`config.mk`:
```
export PLATFORM = sky130hd
export DESIGN_NAME = write_quorum_ack_tracker
export DESIGN_NICKNAME = d
export VERILOG_FILES = /design/src/sv/wqat_pkg.sv /design/src/sv/wqat_tag_ram.sv /design/src/sv/wqat_ctrl.sv /design/src/sv/write_quorum_ack_tracker.sv
export VERILOG_INCLUDE_DIRS = /design/src /design/src/sv
export SDC_FILE = /design/constraint.sdc
export NUM_CORES = 1
export LEC_CHECK = 0
export ABC_AREA = 0
export CAP_MARGIN = 20
export CORE_ASPECT_RATIO = 1.4
export CORE_MARGIN = 5
export CORE_UTILIZATION = 37
export DETAILED_ROUTE_END_ITERATION = 10
export DONT_BUFFER_PORTS = 1
export SLEW_MARGIN = 15
export SYNTH_ARGS = -nofsm -noshare
export SYNTH_HDL_FRONTEND = slang
export SYNTH_SLANG_ARGS = --single-unit
export TNS_END_PERCENT = 100
```
`constraint.sdc`:
```
create_clock -name clk -period 6.5 [get_ports clk]
set_clock_uncertainty 0.15 [all_clocks]
set_input_delay 0.325 -clock clk [delete_from_list [all_inputs] [get_ports clk]]
set_output_delay 0.325 -clock clk [all_outputs]
set_load 0.05 [all_outputs]
```
`src/sv/write_quorum_ack_tracker_macros.svh`:
```
// Assertion shorthands shared by the tracker modules.
// They expect clk and arst_n in the enclosing module.
`ifndef WRITE_QUORUM_ACK_TRACKER_MACROS_SVH
`define WRITE_QUORUM_ACK_TRACKER_MACROS_SVH

// same-cycle implication
`define WQAT_ASSERT_IMP(lbl, ante, cons, msg) \
	lbl: assert property (@(posedge clk) disable iff (!arst_n) (ante) |-> (cons)) \
		else $error(msg);

// next-cycle implication
`define WQAT_ASSERT_NEXT(lbl, ante, cons, msg) \
	lbl: assert property (@(posedge clk) disable iff (!arst_n) (ante) |=> (cons)) \
		else $error(msg);

`endif

```
`src/sv/wqat_pkg.sv`:
```
package wqat_pkg;

	// table geometry
	localparam int MAX_SERVERS = 16;
	localparam int TAG_BITS    = 16;

	localparam int IDX_BITS = (MAX_SERVERS > 1) ? $clog2(MAX_SERVERS) : 1;
	localparam int CNT_BITS = $clog2(MAX_SERVERS + 1);

	// fixed field widths
	localparam int IN_TAG_BITS   = 16;
	localparam int CFG_BITS      = 5;
	localparam int CFG_IDX_BITS  = 1;
	localparam int OUT_CNT_BITS  = 5;
	localparam int OUT_DATA_BITS = 16;

	// signed compare width: covers total+1 and forward_count+1 minus quorum
	localparam int CMP_BITS = ((CNT_BITS > CFG_BITS) ? CNT_BITS : CFG_BITS) + 2;

	// register indexes
	localparam logic [CFG_IDX_BITS-1:0] REG_QUORUM  = 1'b0;
	localparam logic [CFG_IDX_BITS-1:0] REG_FORWARD = 1'b1;

	// reply codes
	localparam logic [1:0] REPLY_NONE = 2'd0;
	localparam logic [1:0] REPLY_ACK  = 2'd1;
	localparam logic [1:0] REPLY_NAK  = 2'd2;

	typedef enum logic [1:0] {
		ST_IDLE,
		ST_SCAN,
		ST_DECIDE
	} state_t;

	typedef struct packed {
		logic [CFG_BITS-1:0] quorum_needed;
		logic [CFG_BITS-1:0] forward_count;
	} cfg_t;

	typedef struct packed {
		logic [1:0]              reply_kind;
		logic                    request_done;
		logic                    duplicate_seen;
		logic                    table_full;
		logic [OUT_CNT_BITS-1:0] answered_count;
		logic [OUT_CNT_BITS-1:0] success_count;
	} result_t;

endpackage

```
`src/sv/wqat_tag_ram.sv`:
```
module wqat_tag_ram #(
	parameter int DEPTH = 16,
	parameter int WIDTH = 16,
	parameter int ADDR_BITS = (DEPTH > 1) ? $clog2(DEPTH) : 1
) (
	input  logic                 clk,
	input  logic                 wr_en,
	input  logic [ADDR_BITS-1:0] wr_addr,
	input  logic [WIDTH-1:0]     wr_data,
	input  logic                 rd_en,
	input  logic [ADDR_BITS-1:0] rd_addr,
	output logic [WIDTH-1:0]     rd_data
);

	logic [WIDTH-1:0] mem [DEPTH];

	always_ff @(posedge clk) begin
		if (wr_en) begin
			mem[wr_addr] <= wr_data;
		end
	end

	// read data holds until the next read
	always_ff @(posedge clk) begin
		if (rd_en) begin
			rd_data <= mem[rd_addr];
		end
	end

endmodule

```
`src/sv/wqat_ctrl.sv`:
```
`include "write_quorum_ack_tracker_macros.svh"

module wqat_ctrl import wqat_pkg::*; (
	input  logic                   clk,
	input  logic                   arst_n,
	input  cfg_t                   cfg,
	input  logic                   in_valid,
	output logic                   in_ready,
	input  logic [IN_TAG_BITS-1:0] in_tag,
	input  logic                   in_kind,
	input  logic                   out_free,
	output logic                   res_valid,
	output result_t                res,
	output logic                   ram_rd_en,
	output logic [IDX_BITS-1:0]    ram_rd_addr,
	input  logic [TAG_BITS-1:0]    ram_rd_data,
	output logic                   ram_wr_en,
	output logic [IDX_BITS-1:0]    ram_wr_addr,
	output logic [TAG_BITS-1:0]    ram_wr_data
);

	state_t state_q, state_d;

	logic [TAG_BITS-1:0] tag_q;
	logic                kind_q;
	logic [IDX_BITS-1:0] rd_idx_q;
	logic                pend_q;
	logic                dup_q;
	logic [CNT_BITS-1:0] entries_q;
	logic [CNT_BITS-1:0] succ_q;
	logic                sent_q;

	logic                accept;
	logic                scan_last;
	logic                match;
	logic                dup;
	logic                full;
	logic                new_entry;
	logic [CNT_BITS-1:0] entries_n;
	logic [CNT_BITS-1:0] succ_n;
	logic [CMP_BITS-1:0] total_w;
	logic [CMP_BITS-1:0] succ_w;
	logic [CMP_BITS-1:0] fail_w;
	logic [CMP_BITS-1:0] svr_w;
	logic [CMP_BITS-1:0] quorum_w;
	logic [CMP_BITS-1:0] margin_w;
	logic                can_reply;
	logic                do_ack;
	logic                do_nak;
	logic                done;

	assign accept    = in_valid && in_ready;
	assign scan_last = (CNT_BITS'(rd_idx_q) + CNT_BITS'(1)) == entries_q;

	// hit on the entry read in the previous cycle
	assign match = pend_q && (ram_rd_data == tag_q);
	assign dup   = dup_q || match;

	assign full      = !dup && (entries_q >= CNT_BITS'(MAX_SERVERS));
	assign new_entry = !dup && !full;
	assign entries_n = entries_q + CNT_BITS'(new_entry);
	assign succ_n    = succ_q + CNT_BITS'(new_entry && !kind_q);

	// local server counts once as answered and as success
	assign total_w  = CMP_BITS'(entries_n) + CMP_BITS'(1);
	assign succ_w   = CMP_BITS'(succ_n) + CMP_BITS'(1);
	assign fail_w   = CMP_BITS'(entries_n) - CMP_BITS'(succ_n);
	assign svr_w    = CMP_BITS'(cfg.forward_count) + CMP_BITS'(1);
	assign quorum_w = CMP_BITS'(cfg.quorum_needed);
	assign margin_w = svr_w - quorum_w;

	assign can_reply = !sent_q && (cfg.quorum_needed != CFG_BITS'(1));
	assign do_ack    = can_reply && (succ_w >= quorum_w);
	assign do_nak    = can_reply && !do_ack && ($signed(fail_w) > $signed(margin_w));
	assign done      = total_w == svr_w;

	always_comb begin
		res.reply_kind     = do_ack ? REPLY_ACK : (do_nak ? REPLY_NAK : REPLY_NONE);
		res.request_done   = done;
		res.duplicate_seen = dup;
		res.table_full     = full;
		res.answered_count = total_w[OUT_CNT_BITS-1:0];
		res.success_count  = succ_w[OUT_CNT_BITS-1:0];
	end

	assign ram_rd_addr = rd_idx_q;
	assign ram_wr_en   = res_valid && new_entry;
	assign ram_wr_addr = entries_q[IDX_BITS-1:0];
	assign ram_wr_data = tag_q;

	always_ff @(posedge clk or negedge arst_n) begin
		if (!arst_n) begin
			state_q <= ST_IDLE;
		end else begin
			state_q <= state_d;
		end
	end

	always_comb begin
		state_d   = state_q;
		in_ready  = 1'b0;
		ram_rd_en = 1'b0;
		res_valid = 1'b0;
		case (state_q)
			ST_IDLE: begin
				in_ready = 1'b1;
				if (in_valid) begin
					state_d = (entries_q == '0) ? ST_DECIDE : ST_SCAN;
				end
			end
			ST_SCAN: begin
				ram_rd_en = 1'b1;
				if (scan_last) begin
					state_d = ST_DECIDE;
				end
			end
			ST_DECIDE: begin
				if (out_free) begin
					res_valid = 1'b1;
					state_d   = ST_IDLE;
				end
			end
			default: begin
				state_d = ST_IDLE;
			end
		endcase
	end

	always_ff @(posedge clk) begin
		if (accept) begin
			tag_q  <= TAG_BITS'(in_tag);
			kind_q <= in_kind;
		end
	end

	always_ff @(posedge clk or negedge arst_n) begin
		if (!arst_n) begin
			rd_idx_q  <= '0;
			pend_q    <= 1'b0;
			dup_q     <= 1'b0;
			entries_q <= '0;
			succ_q    <= '0;
			sent_q    <= 1'b0;
		end else begin
			if (accept) begin
				rd_idx_q <= '0;
				pend_q   <= 1'b0;
				dup_q    <= 1'b0;
			end else if (ram_rd_en) begin
				rd_idx_q <= rd_idx_q + IDX_BITS'(1);
				pend_q   <= 1'b1;
				dup_q    <= dup;
			end
			if (res_valid) begin
				entries_q <= done ? '0 : entries_n;
				succ_q    <= done ? '0 : succ_n;
				sent_q    <= done ? 1'b0 : (sent_q || do_ack || do_nak);
			end
		end
	end

	`WQAT_ASSERT_IMP(a_entries_bound, 1'b1, entries_q <= CNT_BITS'(MAX_SERVERS), "table count past depth")
	`WQAT_ASSERT_IMP(a_succ_le_entries, 1'b1, succ_q <= entries_q, "successes exceed entries")
	`WQAT_ASSERT_IMP(a_dup_full_excl, res_valid, !(dup && full), "duplicate and full together")
	`WQAT_ASSERT_NEXT(a_scan_start, accept && (entries_q != '0), state_q == ST_SCAN, "no scan after accept")
	`WQAT_ASSERT_NEXT(a_write_grows, ram_wr_en && !done, entries_q == $past(entries_q) + CNT_BITS'(1), "count did not grow")

endmodule

```
`src/sv/write_quorum_ack_tracker.sv`:
```
// Channel  | Dir | Transfer content
// ---------+-----+-------------------------------------------------------------
// s_*      | in  | one replica response: server tag and success/failure kind
// m_*      | out | one result per response: reply, done, flags, counts
// cfg_*    | in  | register write: 0 quorum_needed, 1 forward_count
//
// Flow: a response passes from its transfer through the scan and decide steps to
// its result landing in the output register, and the next transfer is taken
// only back in the idle step, not while a response is in work; the tag table is
// searched one entry per cycle through the single read port of the table memory.
// Reset: arst_n clears counts, sent flag and output valid; the table memory is
// not cleared, since only entries below the fill count are ever read.
// Stalls: a new response is taken while a result waits on m_tready; the next
// result then holds in the decide step until the output register frees.
module write_quorum_ack_tracker import wqat_pkg::*; (
	input  logic                     clk,
	input  logic                     arst_n,
	input  logic                     cfg_we,
	input  logic [CFG_IDX_BITS-1:0]  cfg_index,
	input  logic [CFG_BITS-1:0]      cfg_data,
	input  logic                     s_tvalid,
	output logic                     s_tready,
	input  logic [IN_TAG_BITS-1:0]   s_tdata,   // [15:0] server_tag
	input  logic [0:0]               s_tuser,   // [0] event_kind
	output logic                     m_tvalid,
	input  logic                     m_tready,
	// [1:0] reply_kind, [6:2] answered_count, [11:7] success_count, [15:12] zero
	output logic [OUT_DATA_BITS-1:0] m_tdata,
	output logic [1:0]               m_tuser,   // [0] duplicate_seen, [1] table_full
	output logic                     m_tlast    // request_done
);

	cfg_t    cfg_q;
	logic    out_valid_q;
	result_t out_q;

	logic                out_free;
	logic                res_valid;
	result_t             res;
	logic                ram_rd_en;
	logic [IDX_BITS-1:0] ram_rd_addr;
	logic [TAG_BITS-1:0] ram_rd_data;
	logic                ram_wr_en;
	logic [IDX_BITS-1:0] ram_wr_addr;
	logic [TAG_BITS-1:0] ram_wr_data;

	// configuration registers; read directly, so a write acts on the next result formed
	always_ff @(posedge clk or negedge arst_n) begin
		if (!arst_n) begin
			cfg_q.quorum_needed <= CFG_BITS'(1);
			cfg_q.forward_count <= '0;
		end else if (cfg_we) begin
			case (cfg_index)
				REG_QUORUM:  cfg_q.quorum_needed <= cfg_data;
				REG_FORWARD: cfg_q.forward_count <= cfg_data;
				default: ;
			endcase
		end
	end

	// output register: free when empty or drained this cycle
	assign out_free = !out_valid_q || m_tready;

	always_ff @(posedge clk or negedge arst_n) begin
		if (!arst_n) begin
			out_valid_q <= 1'b0;
		end else if (res_valid) begin
			out_valid_q <= 1'b1;
		end else if (m_tready) begin
			out_valid_q <= 1'b0;
		end
	end

	always_ff @(posedge clk) begin
		if (res_valid) begin
			out_q <= res;
		end
	end

	assign m_tvalid = out_valid_q;
	assign m_tdata  = {{(OUT_DATA_BITS - 2 - 2*OUT_CNT_BITS){1'b0}},
			out_q.success_count, out_q.answered_count, out_q.reply_kind};
	assign m_tuser  = {out_q.table_full, out_q.duplicate_seen};
	assign m_tlast  = out_q.request_done;

	wqat_ctrl u_ctrl (
		.clk         (clk),
		.arst_n      (arst_n),
		.cfg         (cfg_q),
		.in_valid    (s_tvalid),
		.in_ready    (s_tready),
		.in_tag      (s_tdata),
		.in_kind     (s_tuser[0]),
		.out_free    (out_free),
		.res_valid   (res_valid),
		.res         (res),
		.ram_rd_en   (ram_rd_en),
		.ram_rd_addr (ram_rd_addr),
		.ram_rd_data (ram_rd_data),
		.ram_wr_en   (ram_wr_en),
		.ram_wr_addr (ram_wr_addr),
		.ram_wr_data (ram_wr_data)
	);

	// tag table: one write and one read port, registered read
	wqat_tag_ram #(
		.DEPTH     (MAX_SERVERS),
		.WIDTH     (TAG_BITS),
		.ADDR_BITS (IDX_BITS)
	) u_tag_ram (
		.clk     (clk),
		.wr_en   (ram_wr_en),
		.wr_addr (ram_wr_addr),
		.wr_data (ram_wr_data),
		.rd_en   (ram_rd_en),
		.rd_addr (ram_rd_addr),
		.rd_data (ram_rd_data)
	);

endmodule

```
## Yosys cells after proc, flatten, opt, wreduce, memory -nomap -nowiden

Memory sizes are Yosys's and may differ from the RTL's. A register that Yosys moved wholly into a read port is not among the register bits.
Index checks and enable logic that the tools add are counted.

| storage, ports and cells | value |
|---|---|
| bits in registers | 62 |
| logic and storage cells | 91 |
| memory bits (writable) | 256 |
| input bits | 28 |
| output and inout bits | 21 |
| memories | 1 |

Memories:

| name | words | bits a word | rd ports | clocked after memory_dff | write ports | line | RTL |
|---|---|---|---|---|---|---|---|
| u_tag_ram.mem | 16 | 16 | 1 | 1 | 1 | wqat_tag_ram.sv:15 | `logic [WIDTH-1:0] mem [DEPTH];` |

| cells by class | value |
|---|---|
| magnitude comparators | 3 |
| bitwise operators | 1 |
| eq/ne operators | 9 |
| $add $sub $neg | 9 |
| reduce and logical (&&, ||, !) cells | 27 |
| mux-type cells | 23 |

Operator list:

| cell | number |
|---|---|
| adder 5 x 1 -> 6 bit (second input constant) | 3 |
| equality test 16 bit | 1 |
| 2-to-1 mux 1 bit | 13 |
| adder 5 x 1 -> 5 bit | 2 |
| logical AND 1 bit | 10 |
| 2-to-1 mux 2 bit | 5 |
| 2-to-1 mux 5 bit | 2 |
| 2-to-1 mux 4 bit | 2 |
| equality test 7 bit | 1 |
| >= comparator 7 x 5 -> 1 bit | 1 |
| greater-than comparator 7 bit | 1 |
| subtractor 7 x 5 -> 7 bit | 1 |
| zero test 1 bit | 6 |
| one-hot mux 2 bit (3 select lines) | 1 |
| subtractor 5 x 5 -> 6 bit | 1 |
| adder 4 x 1 -> 5 bit (second input constant) | 1 |
| equality test 5 bit | 1 |
| >= comparator 5 bit (second input constant) | 1 |
| zero test 5 bit | 1 |
| != test 5 x 1 -> 1 bit (second input constant) | 1 |
| adder 4 x 1 -> 4 bit (second input constant) | 1 |
| logical OR 1 bit | 4 |
| != test 2 bit (second input constant) | 2 |
| AND reduction 2 bit | 2 |
| other kinds (7) | 8 |

## Longest topological paths before layout

| logic depth | value |
|---|---|
| depth in word-level cells | 17 |
| gate-level depth with buffers | 22 |
| depth with buffers taken out | 21 |

## Modules after synthesis

Synthesis repeated with hierarchy kept, for this count alone.

| unflattened totals | value |
|---|---|
| cell total of the unflattened synthesis | 782 |
| area, all modules | 14071.0 um2 |

Modules (own cells, without submodules):

| module | times used | cells an instance | area each (um2) |
|---|---|---|---|
| wqat_tag_ram | 1 | 432 | 10203.5 |
| wqat_ctrl | 1 | 305 | 2961.6 |
| write_quorum_ack_tracker | 1 | 45 | 905.9 |

## Worst setup path after synthesis

No wires, ideal clock.

| path | value |
|---|---|
| path type | register -> register |
| from | register u_ctrl.tag_q[4] (netlist: u_ctrl.ram_wr_data[4]) |
| to | register u_ctrl.sent_q |
| clock period less this slack | 4.592 ns |
| stages on the path, launching flop included | 23 |
| path slack | 1.908 ns |
| path buffers | 1 |
| required time | 6.188 ns |
| data arrival time | 4.280 ns |
| path through | edfxtp_1 -> xnor2_1 -> nand4_1 -> nor4_1 -> a211o_1 -> clkbuf_1 -> nor2_1 -> ha_1 -> ha_1 -> xnor2_1 -> ha_1 -> a21oi_1 -> o21ai_0 -> a21oi_1 -> nor2_1 -> nor2_1 -> ha_1 -> nand2_1 -> nand3_1 -> a311oi_1 -> nor4_1 -> o21ai_0 -> a22oi_2 |

| between the ends | value |
|---|---|
| word-level cells in the longest chain between the ends | 17 |
| elaborated cells between the ends (all ways) | 23 |
| classes of those cells | add/sub: 5; order compare: 2; eq/ne: 2; mux: 1; reduce/logical: 13 |

RTL lines:

| element | line | RTL |
|---|---|---|
| start: declaration | wqat_ctrl.sv:24 | `logic [TAG_BITS-1:0] tag_q;` |
| start signal: assignment | wqat_ctrl.sv:131 | `tag_q <= TAG_BITS'(in_tag);` |
| equality test 16 bit * | wqat_ctrl.sv:56 | `assign match = pend_q && (ram_rd_data == tag_q);` |
| logical AND 1 bit * | wqat_ctrl.sv:56 |  |
| logical OR 1 bit * | wqat_ctrl.sv:57 | `assign dup = dup_q \|\| match;` |
| zero test 1 bit * | wqat_ctrl.sv:59, wqat_ctrl.sv:60 |  |
| logical AND 1 bit | wqat_ctrl.sv:59 | `assign full = !dup && (entries_q >= CNT_BITS'(MAX_SERVERS));` |
| zero test 1 bit | wqat_ctrl.sv:60 | `assign new_entry = !dup && !full;` |
| logical AND 1 bit * | wqat_ctrl.sv:60 |  |
| logical AND 1 bit | wqat_ctrl.sv:62 | `assign succ_n = succ_q + CNT_BITS'(new_entry && !kind_q);` |
| adder 5 x 1 -> 5 bit | wqat_ctrl.sv:62 |  |
| adder 5 x 1 -> 6 bit | wqat_ctrl.sv:66 | `assign succ_w = CMP_BITS'(succ_n) + CMP_BITS'(1);` |
| >= comparator 7 x 5 -> 1 bit | wqat_ctrl.sv:73 | `assign do_ack = can_reply && (succ_w >= quorum_w);` |
| logical AND 1 bit | wqat_ctrl.sv:73 |  |
| zero test 1 bit | wqat_ctrl.sv:74 | `assign do_nak = can_reply && !do_ack && ($signed(fail_w) > $signed(margin_w));` |
| logical AND 1 bit (2 in series) | wqat_ctrl.sv:74 |  |
| logical OR 1 bit | wqat_ctrl.sv:157 | `sent_q <= done ? 1'b0 : (sent_q \|\| do_ack \|\| do_nak);` |
| 2-to-1 mux 1 bit * | wqat_ctrl.sv:157 |  |
| end signal: assignment | wqat_ctrl.sv:157 |  |
| end: declaration | wqat_ctrl.sv:31 | `logic sent_q;` |

Every way passes the cells marked *; elsewhere a longest branch is shown, timed or not.
A chain may end at the register's enable or synchronous reset.

## Worst setup path in the final report

| path | value |
|---|---|
| from | register u_ctrl.tag_q[5] (netlist: u_ctrl.ram_wr_data[5]) |
| to | register u_ctrl.sent_q |

The elaborated chain is that of the path after synthesis.

==> reports/metrics.csv <==
stage,metric,value,unit
clock_tree,root_buffer,clkbuf_16,
worst_setup_path,reg2reg_depth,21,
timing,hold_viol_final,0,
die,die_x,175,um
finish,antenna_cells,0,
routing,highest_layer,met4,
routing,wl_met3,1.42,mm
placed_design,dp_slack,0.992,ns
grt,grt_pass1_vias,7894,
die,die_area,42400,um2
clock_tree,numCtsBuffers,30,
routing,antenna_left,0,
worst_setup_path,crit_arrival,5.83,ns
routing,vias_per_cell,5.35,
yosys,async_flop_share,0.0898,
yosys,ys_warn_count,0,
worst_setup_path,cp_max_fo,17,
yosys,syn-instance-count,869,
worst_setup_path,cp_common_cell,ha_1,
worst_setup_path,crit_end,u_ctrl.sent_q$_DFFE_PN0P_,
worst_setup_path,path_cells,"xnor2_1, nand4_1, nor4_1, a211o_1, nor2_1, ha_1, ha_1, xnor2_1, ha_1, a21oi_1, o21ai_0, a21oi_1, nor2_1, nor2_1, ha_1, nand4_1, a21oi_1, a311oi_1, nor4_1, o21ai_0, a22oi_2",
clock_tree,cts_tree,yes,
finish,fillers,3257,
timing,final_max_slew_viol_count,0,
pwr,p_leak,5.57,nW
finish,final_nets,986,
yosys,synth_top_area_frac,0.644,
clock_tree,cts_resized,0,
clock_tree,htree_num_levels,1,
timing,setup_ws,1.00,ns
worst_setup_path,regToRegEndpoint,u_ctrl.sent_q$_DFFE_PN0P_,
timing,max_freq,182,MHz
pwr,power_density,350,nW/um2
grt,grt_max_degree,101,
finish,syn_to_final_growth,14.3,%
yosys,netlist_top_cells_area,"edfxtp_1, dfrtp_1, mux4_2",
die,start_util,0.375,
yosys,synth_common_cells,"edfxtp_1, mux2i_1, nand2_1",
worst_setup_path,end_kind,register,
yosys,synth-seq-area-share,0.697,
yosys,synth_area,14200,um2
yosys,yosysTopAreaCell,edfxtp_1,
grt,overflow,0,
flow_run,drv_cap,0,
timing,finalCritPeriodShare,0.846,
grt,grt_usage,0.154,
routing,drc,0,
die,die_h,242,um
routing,routed_wl,33.1,mm
yosys,yosys.cell_types.count,64,
placed_design,globalplace.congestion,0.778,
worst_setup_path,crit_type,register to register,
clock_tree,cts_sinks,334,
pwr,vdd_drop_max,0.338,mV
timing,setup_tns,0,ns
worst_setup_path,rrSetupSlack,1.0,ns
timing,relSlewSlack,0.278,
placed_design,dp_hpwl,19.1,mm
routing,vias,7614,
yosys,synth_most_common_cell,edfxtp_1,
grt,antenna_found_initial,0,
routing,wl_met1,12.6,mm
grt,grt_pass1_wl,49.5,mm
worst_setup_path,slowest_delay,0.61,ns
routing,routedWlPerCell,23.3,um
routing,first_pass_iters,5,
timing,setup_viol,0,
worst_setup_path,crit_path_start,u_ctrl.ram_wr_data[5]$_DFFE_PP_,
clock_tree,cts_setup_buffers,0,
die,core-area,37700,um2
yosys,synth_seq_cells,334,
clock_tree,clk_pin_slew,0.07,ns
die,rows,84,
timing,fin_crit,5.50,ns
routing,met2_length,18.3,mm
die,ioPinCount,49,
yosys,synth_edf_count,304,
clock_tree,clk_latency,0.56,ns
min_path,holdCritPathClass,input port to register,
yosys,syn_avg_cell_area,16.3,um2
worst_setup_path,critPathLaunchType,register,
worst_setup_path,r2r-start,u_ctrl.ram_wr_data[5]$_DFFE_PP_,
routing,drt-initial-drc-count,580,
worst_setup_path,required,6.83,ns
timing,rsz0062_at_grt,false,
timing,tightest_slew,1.08,ns
placed_design,io_buffers,0,
finish,drive_gt1_frac,0.160,
yosys,synth_ff_type,edfxtp_1,
worst_setup_path,crit_slowest_cell,edfxtp_1,
clock_tree,clockBufferDepth,3,
status,outcome,completed,
-- registers in the layout, summed over array words and instances (netlist names), 2 cells and up --
register            flops
u_ctrl.succ_q           5
u_ctrl.state_q          2
u_ctrl.ram_wr_data     16
u_tag_ram.mem         256
m_tuser                 2
u_ctrl.ram_rd_addr      4
u_tag_ram.rd_data      16
cfg_q                  10
u_ctrl.entries_q        5
m_tdata                12
-- layout by cell type (no fill, tap or decap), types with 5 or more instances in the layout --
master | netlist | routed
edfxtp_1 | 304 | 304
mux2i_1 | 54 | 54
nand2_1 | 50 | 50
o21ai_0 | 42 | 42
dlygate4sd3_1 | 0 | 36
a21oi_1 | 33 | 33
xnor2_1 | 32 | 32
mux4_2 | 32 | 32
clkbuf_16 | 0 | 31
ha_1 | 30 | 30
dfrtp_1 | 29 | 28
buf_4 | 4 | 23
inv_1 | 20 | 20
mux2_2 | 17 | 17
nor2_1 | 24 | 16
a221oi_1 | 16 | 16
a22oi_1 | 16 | 16
xor2_1 | 15 | 15
nand3_1 | 14 | 14
nand2b_1 | 11 | 11
clkbuf_1 | 20 | 11
nor4_2 | 0 | 8
clkinv_2 | 0 | 8
nor2_2 | 0 | 7
o21a_1 | 5 | 5
nor3_1 | 5 | 5
-- worst max-delay path, delay by kind of cell, from the launching register on --
family	cells	cell delay [ns]
AOI/OAI and AO/OA	8	1.39
xor gates and xnor gates	2	0.83
adders and majority gates	4	0.99
DFF	1	0.61
and+or+nand+nor	7	1.44
-- cells by family (layout without fill, tap and decap cells) --
| group | count (synthesis) | in the layout | synth area share |
|---|---|---|---|
| AO/OA/AOI/OAI | 142 | 142 | 0.0658 |
| XOR/XNOR | 50 | 50 | 0.0337 |
| adder cells (fa/ha/maj) | 32 | 32 | 0.0293 |
| buffers and inverters | 62 | 140 | 0.0195 |
| flip-flops | 334 | 334 | 0.697 |
| multiplexers | 103 | 103 | 0.103 |
| other | 1 | 4 | 0.000265 |
| AND/OR/NAND/NOR | 145 | 145 | 0.0514 |
-- power by group --
part,switching [W],total [W],leakage (nW),internal (W)
Clock,0.000760,0.00172,0.467,0.000957
Sequential,0.0000748,0.00253,3.10,0.00245
Combinational,0.000793,0.00141,2.00,0.000620
-- stage by stage --
| stage | cells | utilization | power (W) | hold slack [ns] | instance area (um2) |
|---|---|---|---|---|---|
| 2_1_floorplan | 872 | - | 0.00361 | -0.121 | 14200 |
| 4_1_cts | 1421 | 0.429 | 0.00572 | 0.00119 | 16200 |
| 3_3_place_gp | 1328 | 0.394 | 0.00397 | -0.120 | 14800 |
| 3_5_place_dp | 1328 | 0.394 | 0.00397 | -0.120 | 14800 |
| 5_1_grt | 1423 | 0.429 | 0.00593 | 0.0565 | 16200 |
| 6_report | 1423 | 0.429 | 0.00566 | 0.0309 | 16200 |
-- timing repair --
action | CTS | global route
setup endpoints to repair | 0 | 0
hold endpoints to repair | 62 | 0
hold buffers | 37 | 0
-- worst min path at each step --
stage / startpoint / to / slack (ns) / cells past startpoint
global placement: arst_n / cfg_q[6]$_DFFE_PN0P_ / -0.12 / 0
finish: cfg_index / cfg_q[5]$_DFFE_PN1P_ / 0.03 / 2
global route: cfg_index / cfg_q[5]$_DFFE_PN1P_ / 0.06 / 2
floorplan: arst_n / cfg_q[0]$_DFFE_PN0P_ / -0.12 / 0
CTS: cfg_index / cfg_q[5]$_DFFE_PN1P_ / 0.001 / 2
detailed placement: arst_n / cfg_q[6]$_DFFE_PN0P_ / -0.12 / 0
-- layer usage --
layer,global-route usage,up-vias
li1,-,3484
met1,0.182,3905
met2,0.290,171
met3,0.0203,54
met4,0.0423,0
met5,0,-
-- layout make-up --
class / instances / area, um2 / share of cell area
tap: 473 / 592 / 0.0366
inverter: 21 / 78.8 / 0.00487
clock inverter: 15 / 129 / 0.00796
clock buffer: 41 / 813 / 0.0502
timing repair buffer: 63 / 588 / 0.0363
multi-input combinational: 476 / 4100 / 0.253
sequential: 334 / 9880 / 0.611
(Power assumes the default switching activity.)
